--- src/hw/rtl/smalu_pkg.sv ---
// ----------------------------------------------------------------------------
// smalu_pkg
// types and codes shared by the stack-machine alu modules
// ----------------------------------------------------------------------------
`default_nettype none
package smalu_pkg;

    localparam int KIND_W   = 4;
    localparam int STATUS_W = 2;
    localparam int DEPTH_W  = 7;
    localparam int FIELD_W  = 64;

    typedef enum logic [KIND_W-1:0] {
        K_PUSH = 4'd0,
        K_ADD  = 4'd1,
        K_SUB  = 4'd2,
        K_DIV  = 4'd3,
        K_MUL  = 4'd4,
        K_AND  = 4'd5,
        K_OR   = 4'd6,
        K_XOR  = 4'd7,
        K_NOT  = 4'd8,
        K_SHL  = 4'd9,
        K_SHR  = 4'd10
    } kind_t;

    typedef enum logic [STATUS_W-1:0] {
        ST_OK      = 2'd0,
        ST_UNDER   = 2'd1,
        ST_OVER    = 2'd2,
        ST_DIVZERO = 2'd3
    } status_t;

    typedef enum logic [3:0] {
        S_IDLE,
        S_RDA,
        S_RDB,
        S_CAPB,
        S_EXEC,
        S_MUL,
        S_DIV,
        S_DIVFIN,
        S_WRITE,
        S_DONE
    } state_t;

    // controller to datapath
    typedef struct packed {
        logic  load_req;
        logic  rd_second;
        logic  cap_a;
        logic  cap_b;
        logic  mul_start;
        logic  mul_step;
        logic  div_start;
        logic  div_step;
        logic  div_fin;
        logic  wr_en;
        logic  sp_inc;
        logic  sp_dec;
        logic  out_load;
        status_t status;
    } ctrl_cmd_t;

    // datapath to controller
    typedef struct packed {
        kind_t kind;
        logic  sp_zero;
        logic  sp_lt2;
        logic  sp_full;
        logic  b_zero;
        logic  mul_done;
        logic  div_done;
    } dp_stat_t;

endpackage
`default_nettype wire

--- src/hw/rtl/smalu_ctrl.sv ---
// ----------------------------------------------------------------------------
// smalu_ctrl
// sequencer for one stack instruction
// ----------------------------------------------------------------------------
`default_nettype none
module smalu_ctrl (
    input  wire logic                  clk,
    input  wire logic                  rst_n,
    input  wire logic                  in_valid,
    output logic                       in_ready,
    output logic                       out_valid,
    input  wire logic                  out_ready,
    input  wire smalu_pkg::dp_stat_t   stat,
    output smalu_pkg::ctrl_cmd_t       cmd
);

    smalu_pkg::state_t state_reg, state_next;
    logic out_valid_reg, out_valid_next;

    always_ff @(posedge clk or negedge rst_n)
    begin
        if (!rst_n)
        begin
            state_reg     <= smalu_pkg::S_IDLE;
            out_valid_reg <= 1'b0;
        end
        else
        begin
            state_reg     <= state_next;
            out_valid_reg <= out_valid_next;
        end
    end

    assign out_valid = out_valid_reg;
    assign in_ready  = (state_reg == smalu_pkg::S_IDLE) && !out_valid_reg;

    always_comb
    begin
        state_next     = state_reg;
        out_valid_next = out_valid_reg && !out_ready;
        cmd            = '0;
        cmd.status     = smalu_pkg::ST_OK;
        case (state_reg)
            smalu_pkg::S_IDLE:
            begin
                if (in_valid && in_ready)
                begin
                    cmd.load_req = 1'b1;
                    state_next   = smalu_pkg::S_RDA;
                end
            end
            smalu_pkg::S_RDA:
            begin
                case (stat.kind)
                    smalu_pkg::K_PUSH:
                    begin
                        if (stat.sp_full)
                        begin
                            cmd.status   = smalu_pkg::ST_OVER;
                            state_next   = smalu_pkg::S_DONE;
                        end
                        else
                        begin
                            cmd.wr_en  = 1'b1;
                            cmd.sp_inc = 1'b1;
                            state_next = smalu_pkg::S_WRITE;
                        end
                    end
                    smalu_pkg::K_NOT:
                    begin
                        if (stat.sp_zero)
                        begin
                            cmd.status   = smalu_pkg::ST_UNDER;
                            state_next   = smalu_pkg::S_DONE;
                        end
                        else
                        begin
                            state_next = smalu_pkg::S_RDB;
                        end
                    end
                    smalu_pkg::K_ADD, smalu_pkg::K_SUB, smalu_pkg::K_DIV,
                    smalu_pkg::K_MUL, smalu_pkg::K_AND, smalu_pkg::K_OR,
                    smalu_pkg::K_XOR, smalu_pkg::K_SHL, smalu_pkg::K_SHR:
                    begin
                        if (stat.sp_lt2)
                        begin
                            cmd.status   = smalu_pkg::ST_UNDER;
                            state_next   = smalu_pkg::S_DONE;
                        end
                        else
                        begin
                            state_next = smalu_pkg::S_RDB;
                        end
                    end
                    default:
                    begin
                        state_next   = smalu_pkg::S_DONE;
                    end
                endcase
            end
            smalu_pkg::S_RDB:
            begin
                cmd.cap_a = 1'b1;
                if (stat.kind == smalu_pkg::K_NOT)
                begin
                    state_next = smalu_pkg::S_EXEC;
                end
                else
                begin
                    cmd.rd_second = 1'b1;
                    state_next    = smalu_pkg::S_CAPB;
                end
            end
            smalu_pkg::S_CAPB:
            begin
                cmd.cap_b = 1'b1;
                state_next = smalu_pkg::S_EXEC;
            end
            smalu_pkg::S_EXEC:
            begin
                case (stat.kind)
                    smalu_pkg::K_NOT:
                    begin
                        cmd.wr_en  = 1'b1;
                        state_next = smalu_pkg::S_WRITE;
                    end
                    smalu_pkg::K_DIV:
                    begin
                        if (stat.b_zero)
                        begin
                            cmd.status   = smalu_pkg::ST_DIVZERO;
                            state_next   = smalu_pkg::S_WRITE;
                        end
                        else
                        begin
                            cmd.div_start = 1'b1;
                            state_next    = smalu_pkg::S_DIV;
                        end
                    end
                    smalu_pkg::K_MUL:
                    begin
                        cmd.mul_start = 1'b1;
                        state_next    = smalu_pkg::S_MUL;
                    end
                    default:
                    begin
                        cmd.sp_dec = 1'b1;
                        cmd.wr_en  = 1'b1;
                        state_next = smalu_pkg::S_WRITE;
                    end
                endcase
            end
            smalu_pkg::S_MUL:
            begin
                cmd.mul_step = 1'b1;
                if (stat.mul_done)
                begin
                    cmd.sp_dec = 1'b1;
                    cmd.wr_en  = 1'b1;
                    state_next = smalu_pkg::S_WRITE;
                end
            end
            smalu_pkg::S_DIV:
            begin
                cmd.div_step = 1'b1;
                if (stat.div_done)
                begin
                    state_next = smalu_pkg::S_DIVFIN;
                end
            end
            smalu_pkg::S_DIVFIN:
            begin
                cmd.div_fin = 1'b1;
                cmd.sp_dec  = 1'b1;
                cmd.wr_en   = 1'b1;
                state_next  = smalu_pkg::S_WRITE;
            end
            smalu_pkg::S_WRITE:
            begin
                state_next   = smalu_pkg::S_DONE;
            end
            smalu_pkg::S_DONE:
            begin
                cmd.out_load   = 1'b1;
                out_valid_next = 1'b1;
                state_next     = smalu_pkg::S_IDLE;
            end
            default:
            begin
                state_next = smalu_pkg::S_IDLE;
            end
        endcase
    end

endmodule
`default_nettype wire

--- config.mk ---
export PLATFORM = sky130hd
export DESIGN_NAME = smalu_ctrl
export DESIGN_NICKNAME = d
export VERILOG_FILES = /design/src/hw/rtl/smalu_pkg.sv /design/src/hw/rtl/smalu_ctrl.sv
export SDC_FILE = /design/constraint.sdc
export NUM_CORES = 1
export LEC_CHECK = 0
export BUFFER_PORTS_ARGS = -buffer_cell sky130_fd_sc_hd__buf_2
export CAP_MARGIN = 20
export CORE_MARGIN = 2
export CORE_UTILIZATION = 46
export DETAILED_ROUTE_END_ITERATION = 7
export PLACE_DENSITY_LB_ADDON = 0.15
export SYNTH_ARGS = -nofsm -noshare
export SYNTH_HDL_FRONTEND = slang
export SYNTH_SLANG_ARGS = --single-unit
--- constraint.sdc ---
create_clock -name clk -period 2.27 [get_ports clk]
set_input_delay 0.227 -clock clk [delete_from_list [all_inputs] [get_ports clk]]
set_output_delay 0.227 -clock clk [all_outputs]
set_load 0.005 [all_outputs]
Yosys cells after proc, flatten, opt, wreduce, memory -nomap -nowiden
Cells that the tools add are included.
{"block": "op_classes", "n_eq_ne": 22, "mux": 41, "reduce_logical": 11}
{"op": "$pmux W4 S9", "n": 1}
{"op": "$eq A4 B3 Y1 const B", "n": 8}
{"op": "$mux W4", "n": 6}
{"op": "$mux W1", "n": 21}
{"op": "$eq A4 B4 Y1 const B", "n": 5}
{"op": "$eq A4 B2 Y1 const B", "n": 4}
{"op": "$mux W2", "n": 6}
{"op": "$pmux W4 S3", "n": 1}
{"op": "$reduce_or A9 Y1", "n": 1}
{"op": "$eq A4 B1 Y1 const B", "n": 2}
{"op": "$logic_not A4 Y1", "n": 2}
{"op": "$pmux W4 S2", "n": 1}
{"op": "$pmux W2 S3", "n": 1}
{"op": "$ne A2 B2 Y1 const B", "n": 2}
{"op": "$pmux W1 S4", "n": 1}
{"op": "$pmux W2 S2", "n": 1}
{"op": "$logic_and A1 B1 Y1", "n": 3}
{"op": "$mux W3", "n": 1}
{"op": "$pmux W1 S3", "n": 1}
{"op": "$reduce_and A3 Y1", "n": 1}
{"op": "$reduce_or A3 Y1", "n": 1}
{"op": "$logic_not A1 Y1", "n": 2}
{"op": "$ne A2 B1 Y1 const B", "n": 1}
{"op": "$reduce_or A2 Y1", "n": 1}
{"block": "totals", "register_bits": 5, "inputBits": 14, "out_inout_bits": 17}

Depth between registers and ports, before layout
Gate-level depths: netlist of run 1.
{"block": "logic_depth", "word_depth": 5, "ltp_mapped": 5, "depth_no_buf": 4}

Worst setup path after synthesis of run 1
No wires, ideal clock.
{"block": "synth_path", "path_kind": "reg2reg", "startpoint": "register state_reg[3]", "endpoint": "register state_reg[0]", "setup_ns": 0.131, "arrival_time_ns": 1.456, "t_required_ns": 2.139, "path_slack_ns": 0.684, "stages_incl_launch_ff": 6, "period_less_slack_ns": 1.586, "cell_sequence": "dfrtp_1 buf_2 or4_1 a21oi_1 a221o_1 o211ai_2"}
{"block": "synth_between", "elab_chain_len": 5}
{"item": "start: declaration", "line": "smalu_ctrl.sv:17", "text": "smalu_pkg::state_t state_reg, state_next;"}
{"item": "start signal: assignment", "line": "smalu_ctrl.sv:24", "text": "state_reg <= smalu_pkg::S_IDLE;"}
{"item": "start signal: assignment", "line": "smalu_ctrl.sv:29", "text": "state_reg <= state_next;"}
{"item": "$logic_not A4 Y1", "line": "smalu_ctrl.sv:35, smalu_ctrl.sv:43"}
{"item": "$logic_and A1 B1 Y1", "line": "smalu_ctrl.sv:35", "text": "assign in_ready = (state_reg == smalu_pkg::S_IDLE) && !out_valid_reg;"}
{"item": "$logic_and A1 B1 Y1", "line": "smalu_ctrl.sv:46", "text": "if (in_valid && in_ready)"}
{"item": "$ne A2 B1 Y1 (no line)"}
{"item": "$reduce_and A3 Y1 (no line)"}
Parallel ways exist; a longest one is shown, timed or not.
A chain may end at the register's enable or synchronous reset.

==> results of run 1 <==
==> worst paths after layout <==
check,end,startpoint
setup / recovery,cmd[8],state_reg[3]
hold / removal,out_valid,out_ready
setup reg to reg,state_reg[1],state_reg[3]
hold reg to reg,out_valid,out_valid
max in group asynchronous,state_reg[2],rst_n
min in group asynchronous,state_reg[0],rst_n
==> stage by stage <==
stage	instance area, um2	setup slack [ns]	hold slack (ns)	util
after CTS	848	0.161	0.169	0.577
final	850	0.175	0.174	0.577
after global routing	850	0.0162	0.168	0.577
after global placement	812	0.482	0.0466	0.552
after detailed placement	812	0.431	0.0459	0.552
after floorplan	701	0.684	-0.0686	-
==> layout make-up <==
type / instances / area, um2
Clock buffer: 4 / 26.3
Fill cell: 142 / 622
Sequential cell: 5 / 126
Timing Repair Buffer: 31 / 160
Tap cell: 16 / 20.0
Multi-Input combinational cell: 77 / 502
Inverter: 4 / 15.0
==> power groups by stage <==
| stage | Combinational (W) | Clock, W | Sequential (W) |
|---|---|---|---|
| finish | 0.000416 | 0.000107 | 0.000203 |
| global route | 0.000474 | 0.000119 | 0.000210 |
| CTS | 0.000419 | 0.000110 | 0.000201 |
| detailed placement | 0.000414 | 0 | 0.000202 |
| global placement | 0.000418 | 0 | 0.000198 |
| floorplan | 0.000368 | 0 | 0.000146 |
==> per-layer routing <==
metal | GRT usage | wire length, um | vias to the layer above | part of all wire
li1 | - | - | 419 | -
met1 | 0.218 | 812 | 372 | 0.45
met2 | 0.385 | 863 | 23 | 0.48
met3 | 0.0383 | 63 | 4 | 0.035
met4 | 0.115 | 48 | 0 | 0.027
met5 | 0 | 0 | - | 0
==> worst max-delay path: cells and delay by family, from the launching register on <==
family	cells	cell delay, ns
buffers and inverters	2	0.20
DFF	1	0.49
and+or+nand+nor	2	0.93
==> cell families after synthesis <==
group                  synth area share
buffers and inverters             0.105
DFF                               0.179
and+or+nand+nor                   0.448
muxes                            0.0143
AOI/OAI and AO/OA                 0.254
==> cell usage after synthesis (2+ instances only) <==
| cell type | count |
|---|---|
| a21oi_1 | 5 |
| a31oi_1 | 3 |
| a32oi_1 | 2 |
| buf_2 | 5 |
| buf_6 | 2 |
| dfrtp_1 | 5 |
| inv_1 | 4 |
| nand2_1 | 8 |
| nand2b_1 | 5 |
| nor2_1 | 8 |
| nor3_1 | 4 |
| nor4_1 | 4 |
| o21ai_0 | 4 |
| o22ai_1 | 3 |
| or2_2 | 2 |
| or3_1 | 4 |
| or4_1 | 5 |
==> what timing repair did <==
action | 4_1_cts | 5_1_grt
resized for setup | 0 | 1
hold buffers | 1 | 0
setup endpoints to repair | 0 | 1
endpoints found under the hold margin | 5 | 0
==> results.py, run 1 <==
metrics = {
    "cells_and_area": {
        "nets": 136,
        "antenna_cells": 0,
        "layout-drive-gt1-share": 0.331,
        "largest_reg_flops": 4,
        "syn_to_final_growth_pct": 21.3,
        "layout_common_cells": "buf_2 (30), nand2_1 (8), nor2_1 (8)",
        "layout_commonest_cell": "buf_2",
        "finalNonFillerCells": 137,
    },
    "synthesis": {
        "ys.flop_type": "dfrtp_1",
        "synth.area.top_cells": "dfrtp_1 (18%), or4_1 (5.4%), nand2b_1 (4.5%)",
        "synth_top_area_cell": "dfrtp_1",
        "ys_types": 39,
        "syn_area_um2": 701,
        "async_reset_ff_frac": 1.00,
        "ys_ff_latch": 5,
        "synth-warning-count": 0,
        "synth_edf_count": 0,
        "avgSynthCellArea_um2": 7.38,
        "seq_area_frac_synth": 0.179,
        "syn_nets": 109,
        "synth_top_area_frac": 0.179,
        "syn_inst": 95,
    },
    "drt": {
        "avgViaCountPerCell": 5.97,
        "antenna_left": 0,
        "first_pass_iters": 4,
        "drt_iter0_drc": 10,
        "drc_errors": 0,
        "routedWlPerCell_um": 13.0,
        "num_vias": 818,
        "drt_wl_total_um": 1790,
    },
    "setup_path": {
        "start_kind": "flop",
        "rrSetupSlack_ns": 0.47,
        "critPathMaxFanout": 12,
        "arrival_ns": 1.87,
        "cpMaxStageDelayCell": "or4_1",
        "slowest_delay_ns": 0.59,
        "crit_required_ns": 2.04,
        "reg2reg_depth": 4,
        "criticalPathCategory": "flop to output pin",
        "crit_chain": "nand2b_1 > or4_1 > inv_1 > buf_2",
        "worst_setup_path_end_kind": "output pin",
    },
    "floorplan": {
        "start_util": 0.476,
        "dieArea_mm2": 0.00185,
        "fp.dieH_um": 43.0,
        "rows": 14,
        "die_w_um": 43.0,
        "io_pins": 31,
        "core_area_mm2": 0.00147,
    },
    "clock_network": {
        "cts_tree": "built",
        "post-cts-setup-buffer-count": 0,
        "clockRootBuffer": "clkbuf_4",
        "cts_sinks": 5,
        "worstSkewPairLatency_ns": 0.25,
        "cts_max_path_buffers": 2,
        "cts.clk_slew.worst_paths_ns": 0.04,
        "numCtsBuffers": 3,
        "h-tree-depth": 1,
    },
    "power": {
        "p_sw_frac": 0.460,
        "clockPowerShare": 0.147,
        "power.internal_w": 0.000392,
        "power_density_mw_per_mm2": 854,
        "power_w": 0.000726,
        "power_frac_comb": 0.573,
        "vdd_ir_drop_max_uv": 336,
        "leakage_nw": 0.404,
        "p_sw_w": 0.000334,
        "p_seq_frac": 0.280,
    },
    "global_routing": {
        "grt_remaining_overflow": 0,
        "antenna_found_initial": 0,
        "grt_pass1_vias": 716,
        "track_usage": 0.209,
        "grt_max_degree": 16,
        "grt_pass1_wl_um": 2920,
    },
    "worst_hold_path": {
        "hold_class": "primary input to flop",
        "hold_depth": 2,
    },
    "sta": {
        "finalMaxSlewViolations": 0,
        "hold_viol_final": 0,
        "relSlewSlack": 0.655,
        "fin_crit_sh": 0.923,
        "fin_skew_ns": 0.000890,
        "min_period_ns": 2.09,
        "tightest_slew_ns": 0.512,
        "rsz0062_at_grt": "no",
        "max_freq_mhz": 477,
        "setup_viol": 0,
        "setup_total_negative_slack_ns": 0,
    },
    "placement": {
        "gp_congestion": 0.887,
        "port-buffer-count": 30,
        "dp_cells": 132,
        "dpl.hpwl_um": 1370,
    },
    "outcome": {
        "status": "finished, final reports clean",
    },
    "flow_run": {
        "maxCapViolCount": 0,
    },
}
Note: power is estimated with default switching activity, not from simulation.
==> inputs of run 2 (changes only) <==
--- a/config.mk
+++ b/config.mk
@@ -8,7 +8,7 @@
 export BUFFER_PORTS_ARGS = -buffer_cell sky130_fd_sc_hd__buf_2
 export CAP_MARGIN = 20
 export CORE_MARGIN = 2
-export CORE_UTILIZATION = 46
+export CORE_UTILIZATION = 36
 export DETAILED_ROUTE_END_ITERATION = 7
 export PLACE_DENSITY_LB_ADDON = 0.15
 export SYNTH_ARGS = -nofsm -noshare
==> run 2 against run 1 <==
Effect of this change:
- critical endpoint unchanged
- sequential share of layout area fell by 0.19 points
- non-clock buffer count unchanged
- worst hold slack lost 0.0095 ns
- critical path depth unchanged
- utilization decreased by 9.5 points
- flip-flop and latch count is the same
- final cell count up 6.6%
==> results.py, run 2 (synthesized netlist as in run 1, its figures left out) <==
metrics = {
    "outcome": {
        "status": "finished, final reports clean",
    },
    "setup_path": {
        "rrSetupSlack_ns": 0.46,
        "arrival_ns": 1.90,
        "crit_required_ns": 2.04,
        "worst_setup_path_end_kind": "output pin",
        "critPathMaxFanout": 12,
        "criticalPathCategory": "flop to output pin",
        "start_kind": "flop",
    },
    "placement": {
        "port-buffer-count": 30,
        "placedInstanceArea_um2": 823,
        "dpl.hpwl_um": 1420,
        "gp_congestion": 0.849,
    },
    "cells_and_area": {
        "stdcell_area_um2": 861,
        "antenna_cells": 0,
        "syn_to_final_growth_pct": 22.9,
        "nets": 136,
        "layout_common_cells": "buf_2 (30), nand2_1 (8), nor2_1 (8)",
        "n_fill_cell": 193,
        "layout-drive-gt1-share": 0.331,
        "layout_commonest_cell": "buf_2",
        "largest_reg_flops": 4,
        "fin_util": 0.483,
    },
    "sta": {
        "fin_skew_ns": 0.000911,
        "setup_total_negative_slack_ns": 0,
        "tightest_slew_ns": 0.569,
        "relSlewSlack": 0.617,
        "min_period_ns": 2.12,
        "hold_viol_final": 0,
        "max_freq_mhz": 471,
        "fin_crit_sh": 0.935,
        "setup_viol": 0,
        "rsz0062_at_grt": "no",
        "finalMaxSlewViolations": 0,
    },
    "clock_network": {
        "clockRootBuffer": "clkbuf_4",
        "cts.clk_slew.worst_paths_ns": 0.04,
        "numCtsBuffers": 3,
        "cts_max_path_buffers": 2,
        "cts_tree": "built",
        "cts_sinks": 5,
        "h-tree-depth": 1,
        "post-cts-setup-buffer-count": 0,
        "worstSkewPairLatency_ns": 0.24,
    },
    "floorplan": {
        "rows": 15,
        "start_util": 0.393,
        "io_pins": 31,
        "die_w_um": 48.1,
        "fp.dieH_um": 48.1,
        "core_area_mm2": 0.00178,
        "dieArea_mm2": 0.00232,
    },
    "drt": {
        "drc_errors": 0,
        "num_vias": 817,
        "drt_iter0_drc": 18,
        "antenna_left": 0,
        "avgViaCountPerCell": 5.60,
        "routedWlPerCell_um": 12.5,
        "first_pass_iters": 4,
        "drt_wl_total_um": 1820,
    },
    "power": {
        "power_density_mw_per_mm2": 837,
        "vdd_ir_drop_max_uv": 517,
        "leakage_nw": 0.404,
    },
    "global_routing": {
        "grt_remaining_overflow": 0,
        "grt_pass1_wl_um": 3170,
        "antenna_found_initial": 0,
        "grt_pass1_vias": 709,
        "use_met1": 0.290,
        "busiest_layer": "met1",
        "track_usage": 0.191,
        "grt_max_degree": 16,
        "grt_util_met3": 0.0704,
        "gr-usage-met2": 0.261,
    },
    "worst_hold_path": {
        "hold_class": "primary input to flop",
    },
    "flow_run": {
        "maxCapViolCount": 0,
    },
}
[run 2: report_power, final]
group | internal [W] | leakage, nW | switching, W
combinational | 0.000203 | 0.326 | 0.000213
sequential | 0.000122 | 0.0633 | 0.0000800
clock | 0.0000664 | 0.0150 | 0.0000352
[run 2: cell type report]
class                   count  area (um2)  share of cell area
repair buffers             31         160               0.186
well taps                  25        31.3              0.0363
inverters                   4        15.0              0.0174
flip-flops and latches      5         126               0.147
multi-input cells          77         502               0.583
clock buffers               4        26.3              0.0305
[run 2: worst paths after layout]
check | startpoint | endpoint | cells after the start
worst max-delay path | state_reg[3] | cmd[8] | 4
max in group asynchronous | rst_n | state_reg[2] | 2
worst max register to register | state_reg[3] | state_reg[2] | 4
min in group asynchronous | rst_n | out_valid | 2
worst min-delay path | out_ready | out_valid | 2
worst min register to register | out_valid | out_valid | 2
[run 2: critical path, cell delays in order (launching register included)]
cell and delay, ns:
dfrtp_1 0.50, nand2b_1 0.35, or4_1 0.60, inv_1 0.10
buf_2 0.11
[run 2: through the flow]
step	worst slack [ns]	hold WS, ns	total power [W]	instances
floorplan	0.684	-0.0686	0.000514	95
CTS	0.145	0.158	0.000726	146
global route	0.00516	0.150	0.000801	146
global placement	0.415	0.0445	0.000617	141
finish	0.147	0.165	0.000720	146
detailed placement	0.412	0.0452	0.000615	141
[run 2: what timing repair did]
item,in CTS,in global routing
endpoints found under the setup margin,0,1
hold endpoints to repair,5,0
resized for setup,0,1
hold buffers,1,0
[run 2: routing by layer]
| layer | vias to the layer above | wire length [um] |
|---|---|---|
| met3 | 0 | 132 |
| met5 | - | 0 |
| met1 | 367 | 910 |
| li1 | 413 | - |
| met2 | 37 | 780 |
| met4 | 0 | 0 |
==> inputs of run 3 (changes only) <==
--- a/config.mk
+++ b/config.mk
@@ -5,6 +5,7 @@
 export SDC_FILE = /design/constraint.sdc
 export NUM_CORES = 1
 export LEC_CHECK = 0
+export ABC_AREA = 1
 export BUFFER_PORTS_ARGS = -buffer_cell sky130_fd_sc_hd__buf_2
 export CAP_MARGIN = 20
 export CORE_MARGIN = 2
==> run 3 against run 2 <==
Effect of this change:
- worst setup slack improved by 0.36 ns
- register-to-register slack better by 0.42 ns
- largest power group unchanged
- synthesized cell count grew 22%
- critical endpoint is now cmd[5]
==> results.py, run 3 <==
metrics = {
    "global_routing": {
        "grt_pass1_vias": 655,
        "grt_pass1_wl_um": 2780,
        "use_met1": 0.269,
        "grt_util_met3": 0.0231,
        "busiest_layer": "met1",
        "grt_max_degree": 7,
        "track_usage": 0.177,
        "gr-usage-met2": 0.258,
        "grt_remaining_overflow": 0,
        "antenna_found_initial": 0,
    },
    "setup_path": {
        "worst_setup_path_end_kind": "output pin",
        "crit_required_ns": 2.04,
        "rrSetupSlack_ns": 0.88,
        "criticalPathCategory": "flop to output pin",
        "r2r-end": "state_reg[0]",
        "reg2reg_depth": 10,
        "start_kind": "flop",
        "critPathMaxFanout": 6,
        "arrival_ns": 1.54,
        "regToRegStartpoint": "state_reg[2]",
    },
    "drt": {
        "first_pass_iters": 4,
        "routedWlPerCell_um": 9.84,
        "num_vias": 776,
        "drt_iter0_drc": 11,
        "drt_wl_total_um": 1730,
        "drc_errors": 0,
        "antenna_left": 0,
        "avgViaCountPerCell": 4.41,
    },
    "power": {
        "power_density_mw_per_mm2": 843,
        "leakage_nw": 0.528,
        "vdd_ir_drop_max_uv": 543,
        "power_w": 0.000749,
    },
    "placement": {
        "gp_congestion": 0.790,
        "placedInstanceArea_um2": 852,
        "port-buffer-count": 30,
        "dpl.hpwl_um": 1530,
        "post-place-ws_ns": 0.706,
    },
    "clock_network": {
        "clockRootBuffer": "clkbuf_4",
        "numCtsBuffers": 3,
        "cts_sinks": 5,
        "cts.clk_slew.worst_paths_ns": 0.04,
        "h-tree-depth": 1,
        "cts_tree": "built",
        "cts_max_path_buffers": 2,
        "post-cts-setup-buffer-count": 0,
        "post_cts_resized": 0,
        "worstSkewPairLatency_ns": 0.23,
    },
    "floorplan": {
        "io_pins": 31,
        "start_util": 0.384,
        "dieArea_mm2": 0.00222,
        "core_area_mm2": 0.00175,
        "rows": 15,
        "die_w_um": 47.2,
        "fp.dieH_um": 47.2,
    },
    "sta": {
        "tightest_slew_ns": 0.316,
        "setup_slack_ns": 0.503,
        "max_freq_mhz": 566,
        "rsz0062_at_grt": "no",
        "setup_total_negative_slack_ns": 0,
        "setup_viol": 0,
        "fin_skew_ns": 0.00237,
        "hold_viol_final": 0,
        "relSlewSlack": 0.787,
        "fin_crit_sh": 0.778,
        "finalMaxSlewViolations": 0,
        "min_period_ns": 1.77,
    },
    "worst_hold_path": {
        "min_to": "out_valid",
        "hold_class": "primary input to flop",
        "hold_depth": 2,
        "worstHoldStart": "out_ready",
    },
    "synthesis": {
        "yosysMostFrequentCell": "nand2_1",
        "syn_inst": 116,
        "synth_common_cells": "nand2_1 (31), inv_1 (17), nor2_1 (12), o21ai_0 (6)",
        "synth_top_area_frac": 0.187,
        "synth_top_area_cell": "dfrtp_1",
        "async_reset_ff_frac": 1.00,
        "ys_types": 24,
        "synth_edf_count": 0,
        "ys.flop_type": "dfrtp_1",
        "syn_area_um2": 671,
        "syn_nets": 130,
        "ys_ff_latch": 5,
        "seq_area_frac_synth": 0.187,
        "avgSynthCellArea_um2": 5.78,
        "synth.area.top_cells": "dfrtp_1 (19%), nand2_1 (17%), inv_1 (9.5%)",
        "synth-warning-count": 0,
    },
    "cells_and_area": {
        "antenna_cells": 0,
        "layout-drive-gt1-share": 0.384,
        "syn_to_final_growth_pct": 32.5,
        "layout_common_cells": "nand2_1 (31), buf_2 (30), inv_1 (17), nor2_1 (12), o21ai_0 (6)",
        "nets": 166,
        "layout_commonest_cell": "nand2_1",
        "regArea_um2": 125,
        "largest_reg_flops": 4,
        "multi_input_area_um2": 459,
        "stdcell_area_um2": 888,
        "n_fill_cell": 200,
    },
    "flow_run": {
        "maxCapViolCount": 0,
    },
    "outcome": {
        "status": "finished, final reports clean",
    },
}
==> run 3: changes by cell type after synthesis, moves of 4 or more <==
cell      before  now
nor3_2         0    4
nor2_2         0    5
or4_1          5    0
nand3_1        1    5
buf_2          5    0
nand2_2        0    5
nor4_1         4    0
inv_2          0    5
nand2_1        8   31
or3_1          4    0
nor2_1         8   12
nand2b_1       5    0
inv_1          4   17
==> run 3: where the power goes <==
group | switching, W | total (W) | internal, W
registers | 0.0000420 | 0.000172 | 0.000130
clock network | 0.0000322 | 0.0000984 | 0.0000662
logic | 0.000302 | 0.000479 | 0.000177
==> run 3: cell families (layout without fill, tap and decap cells) <==
| kind of cell | after synthesis | after routing | share of synthesized area |
|---|---|---|---|
| simple gates | 73 | 73 | 0.552 |
| buf+inv | 23 | 58 | 0.129 |
| compound gates | 15 | 15 | 0.132 |
| flops | 5 | 5 | 0.187 |
==> run 3: how the worst max path moves through the flow <==
| stage | startpoint | to | slack (ns) | cells after the start |
|---|---|---|---|---|
| floorplan | state_reg[1] | cmd[5] | 0.94 | 6 |
| global placement | stat[6] | cmd[0] | 0.70 | 10 |
| detailed placement | stat[6] | cmd[0] | 0.71 | 10 |
| CTS | state_reg[1] | cmd[5] | 0.50 | 7 |
| global route | state_reg[1] | cmd[5] | 0.35 | 7 |
| finish | state_reg[1] | cmd[5] | 0.50 | 7 |
==> run 3: final cells by class <==
type / instances / area share
clock buffer: 4 / 0.0296
inverter: 23 / 0.0972
multi-input combinational: 88 / 0.517
sequential: 5 / 0.141
tap: 25 / 0.0352
timing repair buffer: 31 / 0.180
==> run 3: worst max-delay path: stages (launching register included) <==
cell,delay [ns]
dfrtp_1,0.39
inv_2,0.12
nand2_1,0.11
nor2_1,0.20
inv_1,0.12
nor3_2,0.13
nand3b_1,0.12
buf_2,0.11
==> run 3: per-stage QoR <==
stage / utilization / hold slack (ns) / std cells
after floorplan: - / -0.0686 / 116
after global placement: 0.488 / 0.0445 / 171
after detailed placement: 0.488 / 0.0460 / 171
after CTS: 0.509 / 0.172 / 176
after global routing: 0.509 / 0.177 / 176
final: 0.509 / 0.184 / 176
==> run 3: repair_timing <==
item / 4_1_cts / 5_1_grt
hold endpoints to repair: 5 / 0
endpoints found under the setup margin: 0 / 0
hold buffers: 1 / 0
==> run 3: routing by layer <==
layer	wire length [um]	vias up
li1	-	436
met1	965	324
met2	705	16
met3	60	0
met4	0	0
met5	0	-
